==> src/rsrc_pkg.sv <==
package rsrc_pkg;

    localparam int OPERAND_WIDTH = 32;

    localparam logic [1:0] OP_NORM = 2'd0;
    localparam logic [1:0] OP_SUB  = 2'd1;
    localparam logic [1:0] OP_NEG  = 2'd2;
    localparam logic [1:0] OP_CMP  = 2'd3;

    localparam logic [1:0] ST_OK    = 2'd0;
    localparam logic [1:0] ST_ZDEN  = 2'd1;
    localparam logic [1:0] ST_WIDE  = 2'd2;

    typedef struct packed {
        logic [1:0]  opcode;
        logic [31:0] a_num;
        logic [31:0] a_den;
        logic [31:0] b_num;
        logic [31:0] b_den;
    } req_t;

    typedef struct packed {
        logic [63:0] res_num;
        logic [63:0] res_den;
        logic [1:0]  cmp_sign;
        logic [1:0]  status;
    } rsp_t;

    typedef struct packed {
        logic        start;
        logic [63:0] dividend;
        logic [63:0] divisor;
    } div_req_t;

    typedef struct packed {
        logic        done;
        logic [63:0] quot;
        logic [63:0] rem;
    } div_rsp_t;

endpackage

==> src/rsrc_if.sv <==
interface rsrc_req_if;
    import rsrc_pkg::*;
    logic valid;
    logic ready;
    req_t data;
    modport source (output valid, output data, input ready);
    modport sink (input valid, input data, output ready);
endinterface

==> src/rsrc_rsp_if.sv <==
interface rsrc_rsp_if;
    import rsrc_pkg::*;
    logic valid;
    logic ready;
    rsp_t data;
    modport source (output valid, output data, input ready);
    modport sink (input valid, input data, output ready);
endinterface

==> src/rsrc_div.sv <==
// Restoring divider, one quotient bit per cycle.
module rsrc_div
    import rsrc_pkg::*;
(
    input  logic     clk,
    input  logic     rst_n,
    input  div_req_t req,
    output div_rsp_t rsp
);
    logic        busy_reg, busy_next;
    logic [6:0]  cnt_reg, cnt_next;
    logic [63:0] q_reg, q_next;
    logic [63:0] r_reg, r_next;
    logic [63:0] d_reg, d_next;
    logic        done_reg, done_next;
    logic [64:0] shifted;

    always_comb
    begin
        busy_next = busy_reg;
        cnt_next  = cnt_reg;
        q_next    = q_reg;
        r_next    = r_reg;
        d_next    = d_reg;
        done_next = 1'b0;
        shifted   = {r_reg, q_reg[63]};
        if (req.start)
        begin
            busy_next = 1'b1;
            cnt_next  = 7'd0;
            q_next    = req.dividend;
            r_next    = '0;
            d_next    = req.divisor;
        end
        else if (busy_reg)
        begin
            // remainder stays below the divisor, so 64 bits hold it
            if (shifted >= {1'b0, d_reg})
            begin
                r_next = 64'(shifted - {1'b0, d_reg});
                q_next = {q_reg[62:0], 1'b1};
            end
            else
            begin
                r_next = shifted[63:0];
                q_next = {q_reg[62:0], 1'b0};
            end
            cnt_next = cnt_reg + 7'd1;
            if (cnt_reg == 7'd63)
            begin
                busy_next = 1'b0;
                done_next = 1'b1;
            end
        end
    end

    always_ff @(posedge clk or negedge rst_n)
    begin
        if (!rst_n)
        begin
            busy_reg <= 1'b0;
            done_reg <= 1'b0;
            cnt_reg  <= '0;
        end
        else
        begin
            busy_reg <= busy_next;
            done_reg <= done_next;
            cnt_reg  <= cnt_next;
        end
    end

    always_ff @(posedge clk)
    begin
        q_reg <= q_next;
        r_reg <= r_next;
        d_reg <= d_next;
    end

    assign rsp.done = done_reg;
    assign rsp.quot = q_reg;
    assign rsp.rem  = r_reg;
endmodule

==> src/rational_subtract_reduce_compare.sv <==
// Rational subtract / reduce / compare. One beat in, one beat out; the block
// takes one item at a time. Negate and error results go from S_DISP straight to
// S_OUT; compare passes S_M0, S_M1, S_M2 and S_SUB on the way.
// Subtract and normalize run Euclid's loop on one shared restoring divider:
// each remainder step is one division, then two more divisions reduce
// numerator and denominator. A result held by the receiver stalls the block
// until it is taken. The single 32x32 multiplier forms the three cross
// products in S_M0, S_M1 and S_M2.
module rational_subtract_reduce_compare
    import rsrc_pkg::*;
(
    input logic clk,
    input logic rst_n,
    rsrc_req_if.sink   in_ch,
    rsrc_rsp_if.source out_ch
);
    localparam logic [3:0] S_IDLE = 4'd0;
    localparam logic [3:0] S_M0   = 4'd1;
    localparam logic [3:0] S_M1   = 4'd2;
    localparam logic [3:0] S_M2   = 4'd3;
    localparam logic [3:0] S_SUB  = 4'd4;
    localparam logic [3:0] S_GCD  = 4'd5;
    localparam logic [3:0] S_GW   = 4'd6;
    localparam logic [3:0] S_DN   = 4'd7;
    localparam logic [3:0] S_DNW  = 4'd8;
    localparam logic [3:0] S_DDW  = 4'd9;
    localparam logic [3:0] S_OUT  = 4'd10;
    localparam logic [3:0] S_DISP = 4'd11;

    logic [3:0]  state_reg, state_next;
    logic [1:0]  op_reg;
    logic        an_s, ad_s, bn_s, bd_s;
    logic [31:0] an_m, ad_m, bn_m, bd_m;
    logic [63:0] p0_reg, p1_reg, nmag_reg, dmag_reg, ga_reg, gb_reg, qn_reg;
    logic        nneg_reg, dneg_reg;
    rsp_t        rsp_reg;
    logic        ov_reg;

    logic [OPERAND_WIDTH-1:0] fa, fb, fc, fd;
    logic [31:0] ma, mb;
    logic [63:0] prod;
    div_req_t dreq;
    div_rsp_t drsp;

    function automatic logic [32:0] tk(input logic [OPERAND_WIDTH-1:0] v);
        logic [31:0] ext;
        ext = 32'($signed(v));
        tk  = ext[31] ? {1'b1, 32'(-ext)} : {1'b0, ext};
    endfunction

    assign fa = in_ch.data.a_num[OPERAND_WIDTH-1:0];
    assign fb = in_ch.data.a_den[OPERAND_WIDTH-1:0];
    assign fc = in_ch.data.b_num[OPERAND_WIDTH-1:0];
    assign fd = in_ch.data.b_den[OPERAND_WIDTH-1:0];

    rsrc_div u_div (.clk(clk), .rst_n(rst_n), .req(dreq), .rsp(drsp));

    always_comb
    begin
        unique case (state_reg)
            S_M0:    begin ma = an_m; mb = bd_m; end
            S_M1:    begin ma = ad_m; mb = bn_m; end
            default: begin ma = ad_m; mb = bd_m; end
        endcase
    end
    assign prod = {32'd0, ma} * {32'd0, mb};

    assign in_ch.ready  = (state_reg == S_IDLE);
    assign out_ch.valid = (state_reg == S_OUT);
    assign out_ch.data  = rsp_reg;

    always_comb
    begin
        dreq = '0;
        state_next = state_reg;
        unique case (state_reg)
            S_IDLE: if (in_ch.valid) state_next = S_DISP;
            S_DISP:
            begin
                if (ad_m == 32'd0 || ((op_reg == OP_SUB || op_reg == OP_CMP) && bd_m == 32'd0))
                    state_next = S_OUT;
                else if (op_reg == OP_NEG)
                    state_next = S_OUT;
                else if (op_reg == OP_NORM)
                    state_next = S_GCD;
                else
                    state_next = S_M0;
            end
            S_M0:  state_next = S_M1;
            S_M1:  state_next = S_M2;
            S_M2:  state_next = S_SUB;
            S_SUB: state_next = (op_reg == OP_CMP) ? S_OUT : S_GCD;
            S_GCD:
            begin
                if (gb_reg == 64'd0)
                begin
                    dreq = '{start: 1'b1, dividend: nmag_reg, divisor: ga_reg};
                    state_next = S_DNW;
                end
                else
                begin
                    dreq = '{start: 1'b1, dividend: ga_reg, divisor: gb_reg};
                    state_next = S_GW;
                end
            end
            S_GW:  if (drsp.done) state_next = S_GCD;
            S_DNW: if (drsp.done) state_next = S_DN;
            S_DN:
            begin
                dreq = '{start: 1'b1, dividend: dmag_reg, divisor: ga_reg};
                state_next = S_DDW;
            end
            S_DDW: if (drsp.done) state_next = S_OUT;
            S_OUT: if (out_ch.ready) state_next = S_IDLE;
            default: state_next = S_IDLE;
        endcase
    end

    always_ff @(posedge clk or negedge rst_n)
    begin
        if (!rst_n)
            state_reg <= S_IDLE;
        else
            state_reg <= state_next;
    end

    always_ff @(posedge clk)
    begin
        unique case (state_reg)
            S_IDLE:
            if (in_ch.valid)
            begin
                op_reg <= in_ch.data.opcode;
                {an_s, an_m} <= tk(fa);
                {ad_s, ad_m} <= tk(fb);
                {bn_s, bn_m} <= tk(fc);
                {bd_s, bd_m} <= tk(fd);
            end
            S_DISP:
            begin
                rsp_reg <= '0;
                nmag_reg <= {32'd0, an_m};
                dmag_reg <= {32'd0, ad_m};
                nneg_reg <= an_s;
                dneg_reg <= ad_s;
                ga_reg <= {32'd0, an_m};
                gb_reg <= {32'd0, ad_m};
                if (ad_m == 32'd0 || ((op_reg == OP_SUB || op_reg == OP_CMP) && bd_m == 32'd0))
                    rsp_reg.status <= ST_ZDEN;
                else if (op_reg == OP_NEG)
                begin
                    rsp_reg.res_num <= (an_m != 0 && !an_s) ? -{32'd0, an_m} : {32'd0, an_m};
                    rsp_reg.res_den <= ad_s ? -{32'd0, ad_m} : {32'd0, ad_m};
                end
            end
            S_M0: p0_reg <= prod;
            S_M1: p1_reg <= prod;
            S_M2:
            begin
                dmag_reg <= prod;
                dneg_reg <= ad_s ^ bd_s;
            end
            S_SUB:
            begin
                // p0 sign an^bd, p1 sign ad^bn; n = p0 - p1
                if ((an_s ^ bd_s) != (ad_s ^ bn_s))
                begin
                    nmag_reg <= p0_reg + p1_reg;
                    nneg_reg <= an_s ^ bd_s;
                end
                else if (p0_reg >= p1_reg)
                begin
                    nmag_reg <= p0_reg - p1_reg;
                    nneg_reg <= an_s ^ bd_s;
                end
                else
                begin
                    nmag_reg <= p1_reg - p0_reg;
                    nneg_reg <= !(an_s ^ bd_s);
                end
                ga_reg <= ((an_s ^ bd_s) != (ad_s ^ bn_s)) ? p0_reg + p1_reg
                          : (p0_reg >= p1_reg) ? p0_reg - p1_reg : p1_reg - p0_reg;
                gb_reg <= dmag_reg;
                if (op_reg == OP_CMP)
                begin
                    // difference is zero when both products match in size and
                    // either their signs agree or both are zero
                    if (p0_reg == p1_reg
                        && ((an_s ^ bd_s) == (ad_s ^ bn_s) || p0_reg == 64'd0))
                        rsp_reg.cmp_sign <= 2'd0;
                    else if (((an_s ^ bd_s) != (ad_s ^ bn_s) || p0_reg >= p1_reg)
                             ? ((an_s ^ bd_s) != (ad_s ^ bd_s))
                             : ((an_s ^ bd_s) == (ad_s ^ bd_s)))
                        rsp_reg.cmp_sign <= 2'b11;
                    else
                        rsp_reg.cmp_sign <= 2'b01;
                end
            end
            S_GW:
            if (drsp.done)
            begin
                ga_reg <= gb_reg;
                gb_reg <= drsp.rem;
            end
            S_DNW:
            if (drsp.done)
            begin
                qn_reg <= drsp.quot;
                ov_reg <= (nmag_reg != 0 && (nneg_reg != dneg_reg))
                          ? (drsp.quot > 64'h8000_0000_0000_0000)
                          : drsp.quot[63];
            end
            S_DDW:
            if (drsp.done)
            begin
                if (ov_reg || drsp.quot[63])
                    rsp_reg.status <= ST_WIDE;
                else
                begin
                    rsp_reg.res_num <= (nmag_reg != 0 && (nneg_reg != dneg_reg)) ? -qn_reg : qn_reg;
                    rsp_reg.res_den <= drsp.quot;
                end
            end
            default: ;
        endcase
    end

    a_res_valid_idle: assert property (@(posedge clk) disable iff (!rst_n)
        out_ch.valid |-> !in_ch.ready)
        else $error("result and input ready at once");
    a_hold: assert property (@(posedge clk) disable iff (!rst_n)
        (out_ch.valid && !out_ch.ready) |=> (out_ch.valid && $stable(out_ch.data)))
        else $error("result dropped while stalled");
    a_err_zero: assert property (@(posedge clk) disable iff (!rst_n)
        (out_ch.valid && out_ch.data.status != ST_OK) |->
        (out_ch.data.res_num == 64'd0 && out_ch.data.res_den == 64'd0))
        else $error("error result not zero");
endmodule

==> src/flat_wrapper.sv <==
// flat-port wrapper written by rule: the top's interface ports become plain ports
module rational_subtract_reduce_compare_flat import rsrc_pkg::*;
  (clk, rst_n, in_ch_valid, in_ch_data, in_ch_ready, out_ch_valid, out_ch_data, out_ch_ready);
  rsrc_req_if in_ch_i ();
  rsrc_rsp_if out_ch_i ();
  input logic clk;
  input logic rst_n;
  input wire logic [$bits(in_ch_i.valid)-1:0] in_ch_valid;
  input wire logic [$bits(in_ch_i.data)-1:0] in_ch_data;
  output wire logic [$bits(in_ch_i.ready)-1:0] in_ch_ready;
  output wire logic [$bits(out_ch_i.valid)-1:0] out_ch_valid;
  output wire logic [$bits(out_ch_i.data)-1:0] out_ch_data;
  input wire logic [$bits(out_ch_i.ready)-1:0] out_ch_ready;
  assign in_ch_i.valid = in_ch_valid;
  assign in_ch_i.data = in_ch_data;
  assign in_ch_ready = in_ch_i.ready;
  assign out_ch_valid = out_ch_i.valid;
  assign out_ch_data = out_ch_i.data;
  assign out_ch_i.ready = out_ch_ready;
  rational_subtract_reduce_compare u_core (.clk(clk), .rst_n(rst_n), .in_ch(in_ch_i), .out_ch(out_ch_i));
endmodule
==> config.mk <==
export PLATFORM = sky130hd
export DESIGN_NAME = rational_subtract_reduce_compare_flat
export DESIGN_NICKNAME = d
export VERILOG_FILES = /design/src/rsrc_pkg.sv /design/src/rsrc_if.sv /design/src/rsrc_rsp_if.sv /design/src/rsrc_div.sv /design/src/rational_subtract_reduce_compare.sv /design/src/flat_wrapper.sv
export SDC_FILE = /design/constraint.sdc
export NUM_CORES = 2
export LEC_CHECK = 0
export BUFFER_PORTS_ARGS = -buffer_cell sky130_fd_sc_hd__buf_2
export CAP_MARGIN = 20
export CELL_PAD_IN_SITES_DETAIL_PLACEMENT = 1
export CELL_PAD_IN_SITES_GLOBAL_PLACEMENT = 2
export CORE_MARGIN = 10
export CORE_UTILIZATION = 41
export DETAILED_ROUTE_END_ITERATION = 7
export GPL_TIMING_DRIVEN = 0
export PLACE_DENSITY_LB_ADDON = 0.1
export SETUP_SLACK_MARGIN = 0.3
export SLEW_MARGIN = 40
export SYNTH_ARGS = -nofsm -noshare
export SYNTH_HDL_FRONTEND = slang
export SYNTH_SLANG_ARGS = --single-unit
export TNS_END_PERCENT = 100
==> constraint.sdc <==
create_clock -name clk -period 13.4 [get_ports clk]
set_input_delay 0.67 -clock clk [delete_from_list [all_inputs] [get_ports clk]]
set_output_delay 0.67 -clock clk [all_outputs]
set_load 0.02 [all_outputs]
==> qor.csv <==
metric,value,unit
routed_wl,422000,um
fin_area,0.100,mm2
clk_latency,0.84,ns
rr_startpoint,u_core.state_reg[1]$_DFFE_PN0P_,
core,0.217,mm2
initial_utilization,41.2,%
rsz0062_at_grt,false,
cts_tree,done,
dr.pass1.iters,5,
place_ws,0.232,ns
min_path_type,input port to flip-flop,
syn_area_per_cell,9.18,um2
yosysWarnings,0,
h-tree-depth,3,
min_period,12.88,ns
synthArstFlopShare,1.41,%
ys_seq_area_share,30.1,%
pin_count,268,
die_y,487,um
die-area,0.237,mm2
fillers,25000,
maxSlewViolCount,0,
overflow,0,
max_slew_margin,33.4,%
clock.fmax,77.6,MHz
post-cts-setup-buffers,0,
finClkSkew,0.0936,ns
detail-route-antenna-nets,0,
drive_above_1_share,8.60,%
maxCapViolations,0,
fin_cells,13200,
synth_top_area_share,28.3,%
synthCells,9753,
ys_types,91,
synth_area_leader_cell,edfxtp_1,
area.growth.synth_to_final,11.7,%
vias_per_cell,5.93,
fp-row-count,171,
grt_pass1_vias,82100,
num_vias,78200,
wl_per_cell,32.1,um
cts_buffers,106,
largest_reg_flops,132,
required,14.05,ns
cpPeakStageDelay,0.76,ns
synthFlopType,edfxtp_1,
synthTopCellsByArea,"edfxtp_1 28%, fa_1 20%, ha_1 7.4%",
place_congestion,1.01,
fp.dieW,487,um
grt_max_degree,45,
ys_ff_latch,922,
syn_nets,11300,
drtIter0Drc,7021,
cp_max_fo,10,
finalWorstSetupSlack,0.519,ns
antenna_found_initial,37,
path_clk_slew,0.07,ns
setup_violations,0,
status,finished clean,
dpl.hpwl,353000,um
cp-end-kind,flip-flop,
placed_area,0.0962,mm2
fin_nets,11800,
worstSetupPathType,flip-flop to flip-flop,
cts_max_path_buffers,3,
crit_arrival,13.53,ns
synth-edff-count,845,
synth_most_common_cell,nand2_1,
min-delay-start,in_ch_data[64],
grt_pass1_wl,599000,um
cts_sinks,922,
worstMarginPinSlew,0.990,ns
startpoint_type,flip-flop,
numPortBuffers,267,
netlist_area,0.0895,mm2
period_share,96.1,%
cp_slowest_cell,mux2i_2,
cts-root-buf,clkbuf_16,
drc_errors,0,
synthTopCellsByCount,"1,279 x nand2_1, 1,180 x inv_1, 1,048 x nor2_1, 900 x fa_1, 845 x edfxtp_1",
cp_common_cell,fa_1,
hold_viol,0,
dp_cells,12900,
critPathLaunch,u_core.state_reg[1]$_DFFE_PN0P_,
grt_use_total,34.7,%
-- area by class of cell --
cell class	instances	area [um2]	share of cell area, %
antenna	40	100	0.100
buffer	530	2200	2.20
clock buffer	132	2770	2.77
clock inverter	65	803	0.803
inverter	1182	4440	4.44
multi-input combinational	7119	56900	56.9
sequential	922	27000	27.0
tap	2854	3570	3.57
timing repair buffer	329	2190	2.19
-- worst paths after layout --
kind	slack [ns]	end	depth (start not counted)
worst max-delay path	0.52	u_core.dmag_reg[63]$_SDFFCE_PN0P_	31
worst min-delay path	0.07	u_core.ad_m[0]$_DFFE_PP_	1
worst max register to register	0.52	u_core.dmag_reg[63]$_SDFFCE_PN0P_	31
worst min register to register	0.46	u_core.qn_reg[19]$_DFFE_PP_	0
max in group asynchronous	12.85	u_core.u_div.cnt_reg[2]$_DFFE_PN0P_	2
min in group asynchronous	0.28	u_core.u_div.cnt_reg[6]$_DFFE_PN0P_	2
-- stage by stage --
step                utilization [%]  hold slack (ns)  TNS (ns)
global route                   46.0           0.0417         0
global placement               43.5            0.465   -812.38
floorplan                         -            0.374         0
finish                         46.0           0.0727         0
detailed placement             44.3            0.485         0
CTS                            46.0           0.0189         0
-- timing repair --
action	4_1_cts	5_1_grt
resized for setup	4	10
hold buffers	2	0
endpoints found under the hold margin	14	0
setup endpoints to repair	6	9
-- worst max-delay path, delay by kind of cell (launching register included) --
family | cells | cell delay [ns]
adder cells (fa/ha/maj) | 9 | 4.46
buffers and inverters | 7 | 2.35
AO/OA/AOI/OAI | 6 | 2.32
AND/OR/NAND/NOR | 7 | 1.80
multiplexers | 1 | 0.76
XOR/XNOR | 1 | 0.63
flip-flops | 1 | 0.33
-- routing by layer --
| metal | wire (um) | vias up | track usage (%) |
|---|---|---|---|
| li1 | - | 33800 | - |
| met1 | 163000 | 40400 | 42.7 |
| met2 | 199000 | 3130 | 57.5 |
| met3 | 28500 | 885 | 5.23 |
| met4 | 31800 | 8 | 21.4 |
| met5 | 60 | - | 0 |
-- layout by cell type (no fill, tap or decap), types with 105 or more instances in the layout --
master / count
nand2_1: 1277
inv_1: 1180
nor2_1: 1045
fa_1: 900
edfxtp_1: 845
a21oi_1: 630
ha_1: 527
o21ai_0: 512
clkbuf_1: 375
buf_2: 332
xnor2_1: 265
a21o_1: 176
xor2_1: 129
nor4_1: 115
clkbuf_16: 106
mux2i_1: 105
-- cell families (layout without fill, tap and decap cells) --
logic type	count (synthesis)	after routing	synth area share, %
muxes	220	220	2.56
DFF	922	922	30.1
adders and majority gates	1427	1427	27.5
other	0	40	0
AOI/OAI and AO/OA	2011	2011	13.8
and+or+nand+nor	3037	3037	14.6
xor gates and xnor gates	424	424	4.15
buffers and inverters	1712	2238	7.26
Power is not shown: default switching activity piles up to over one toggle a cycle in this logic, so the estimate is an artifact.
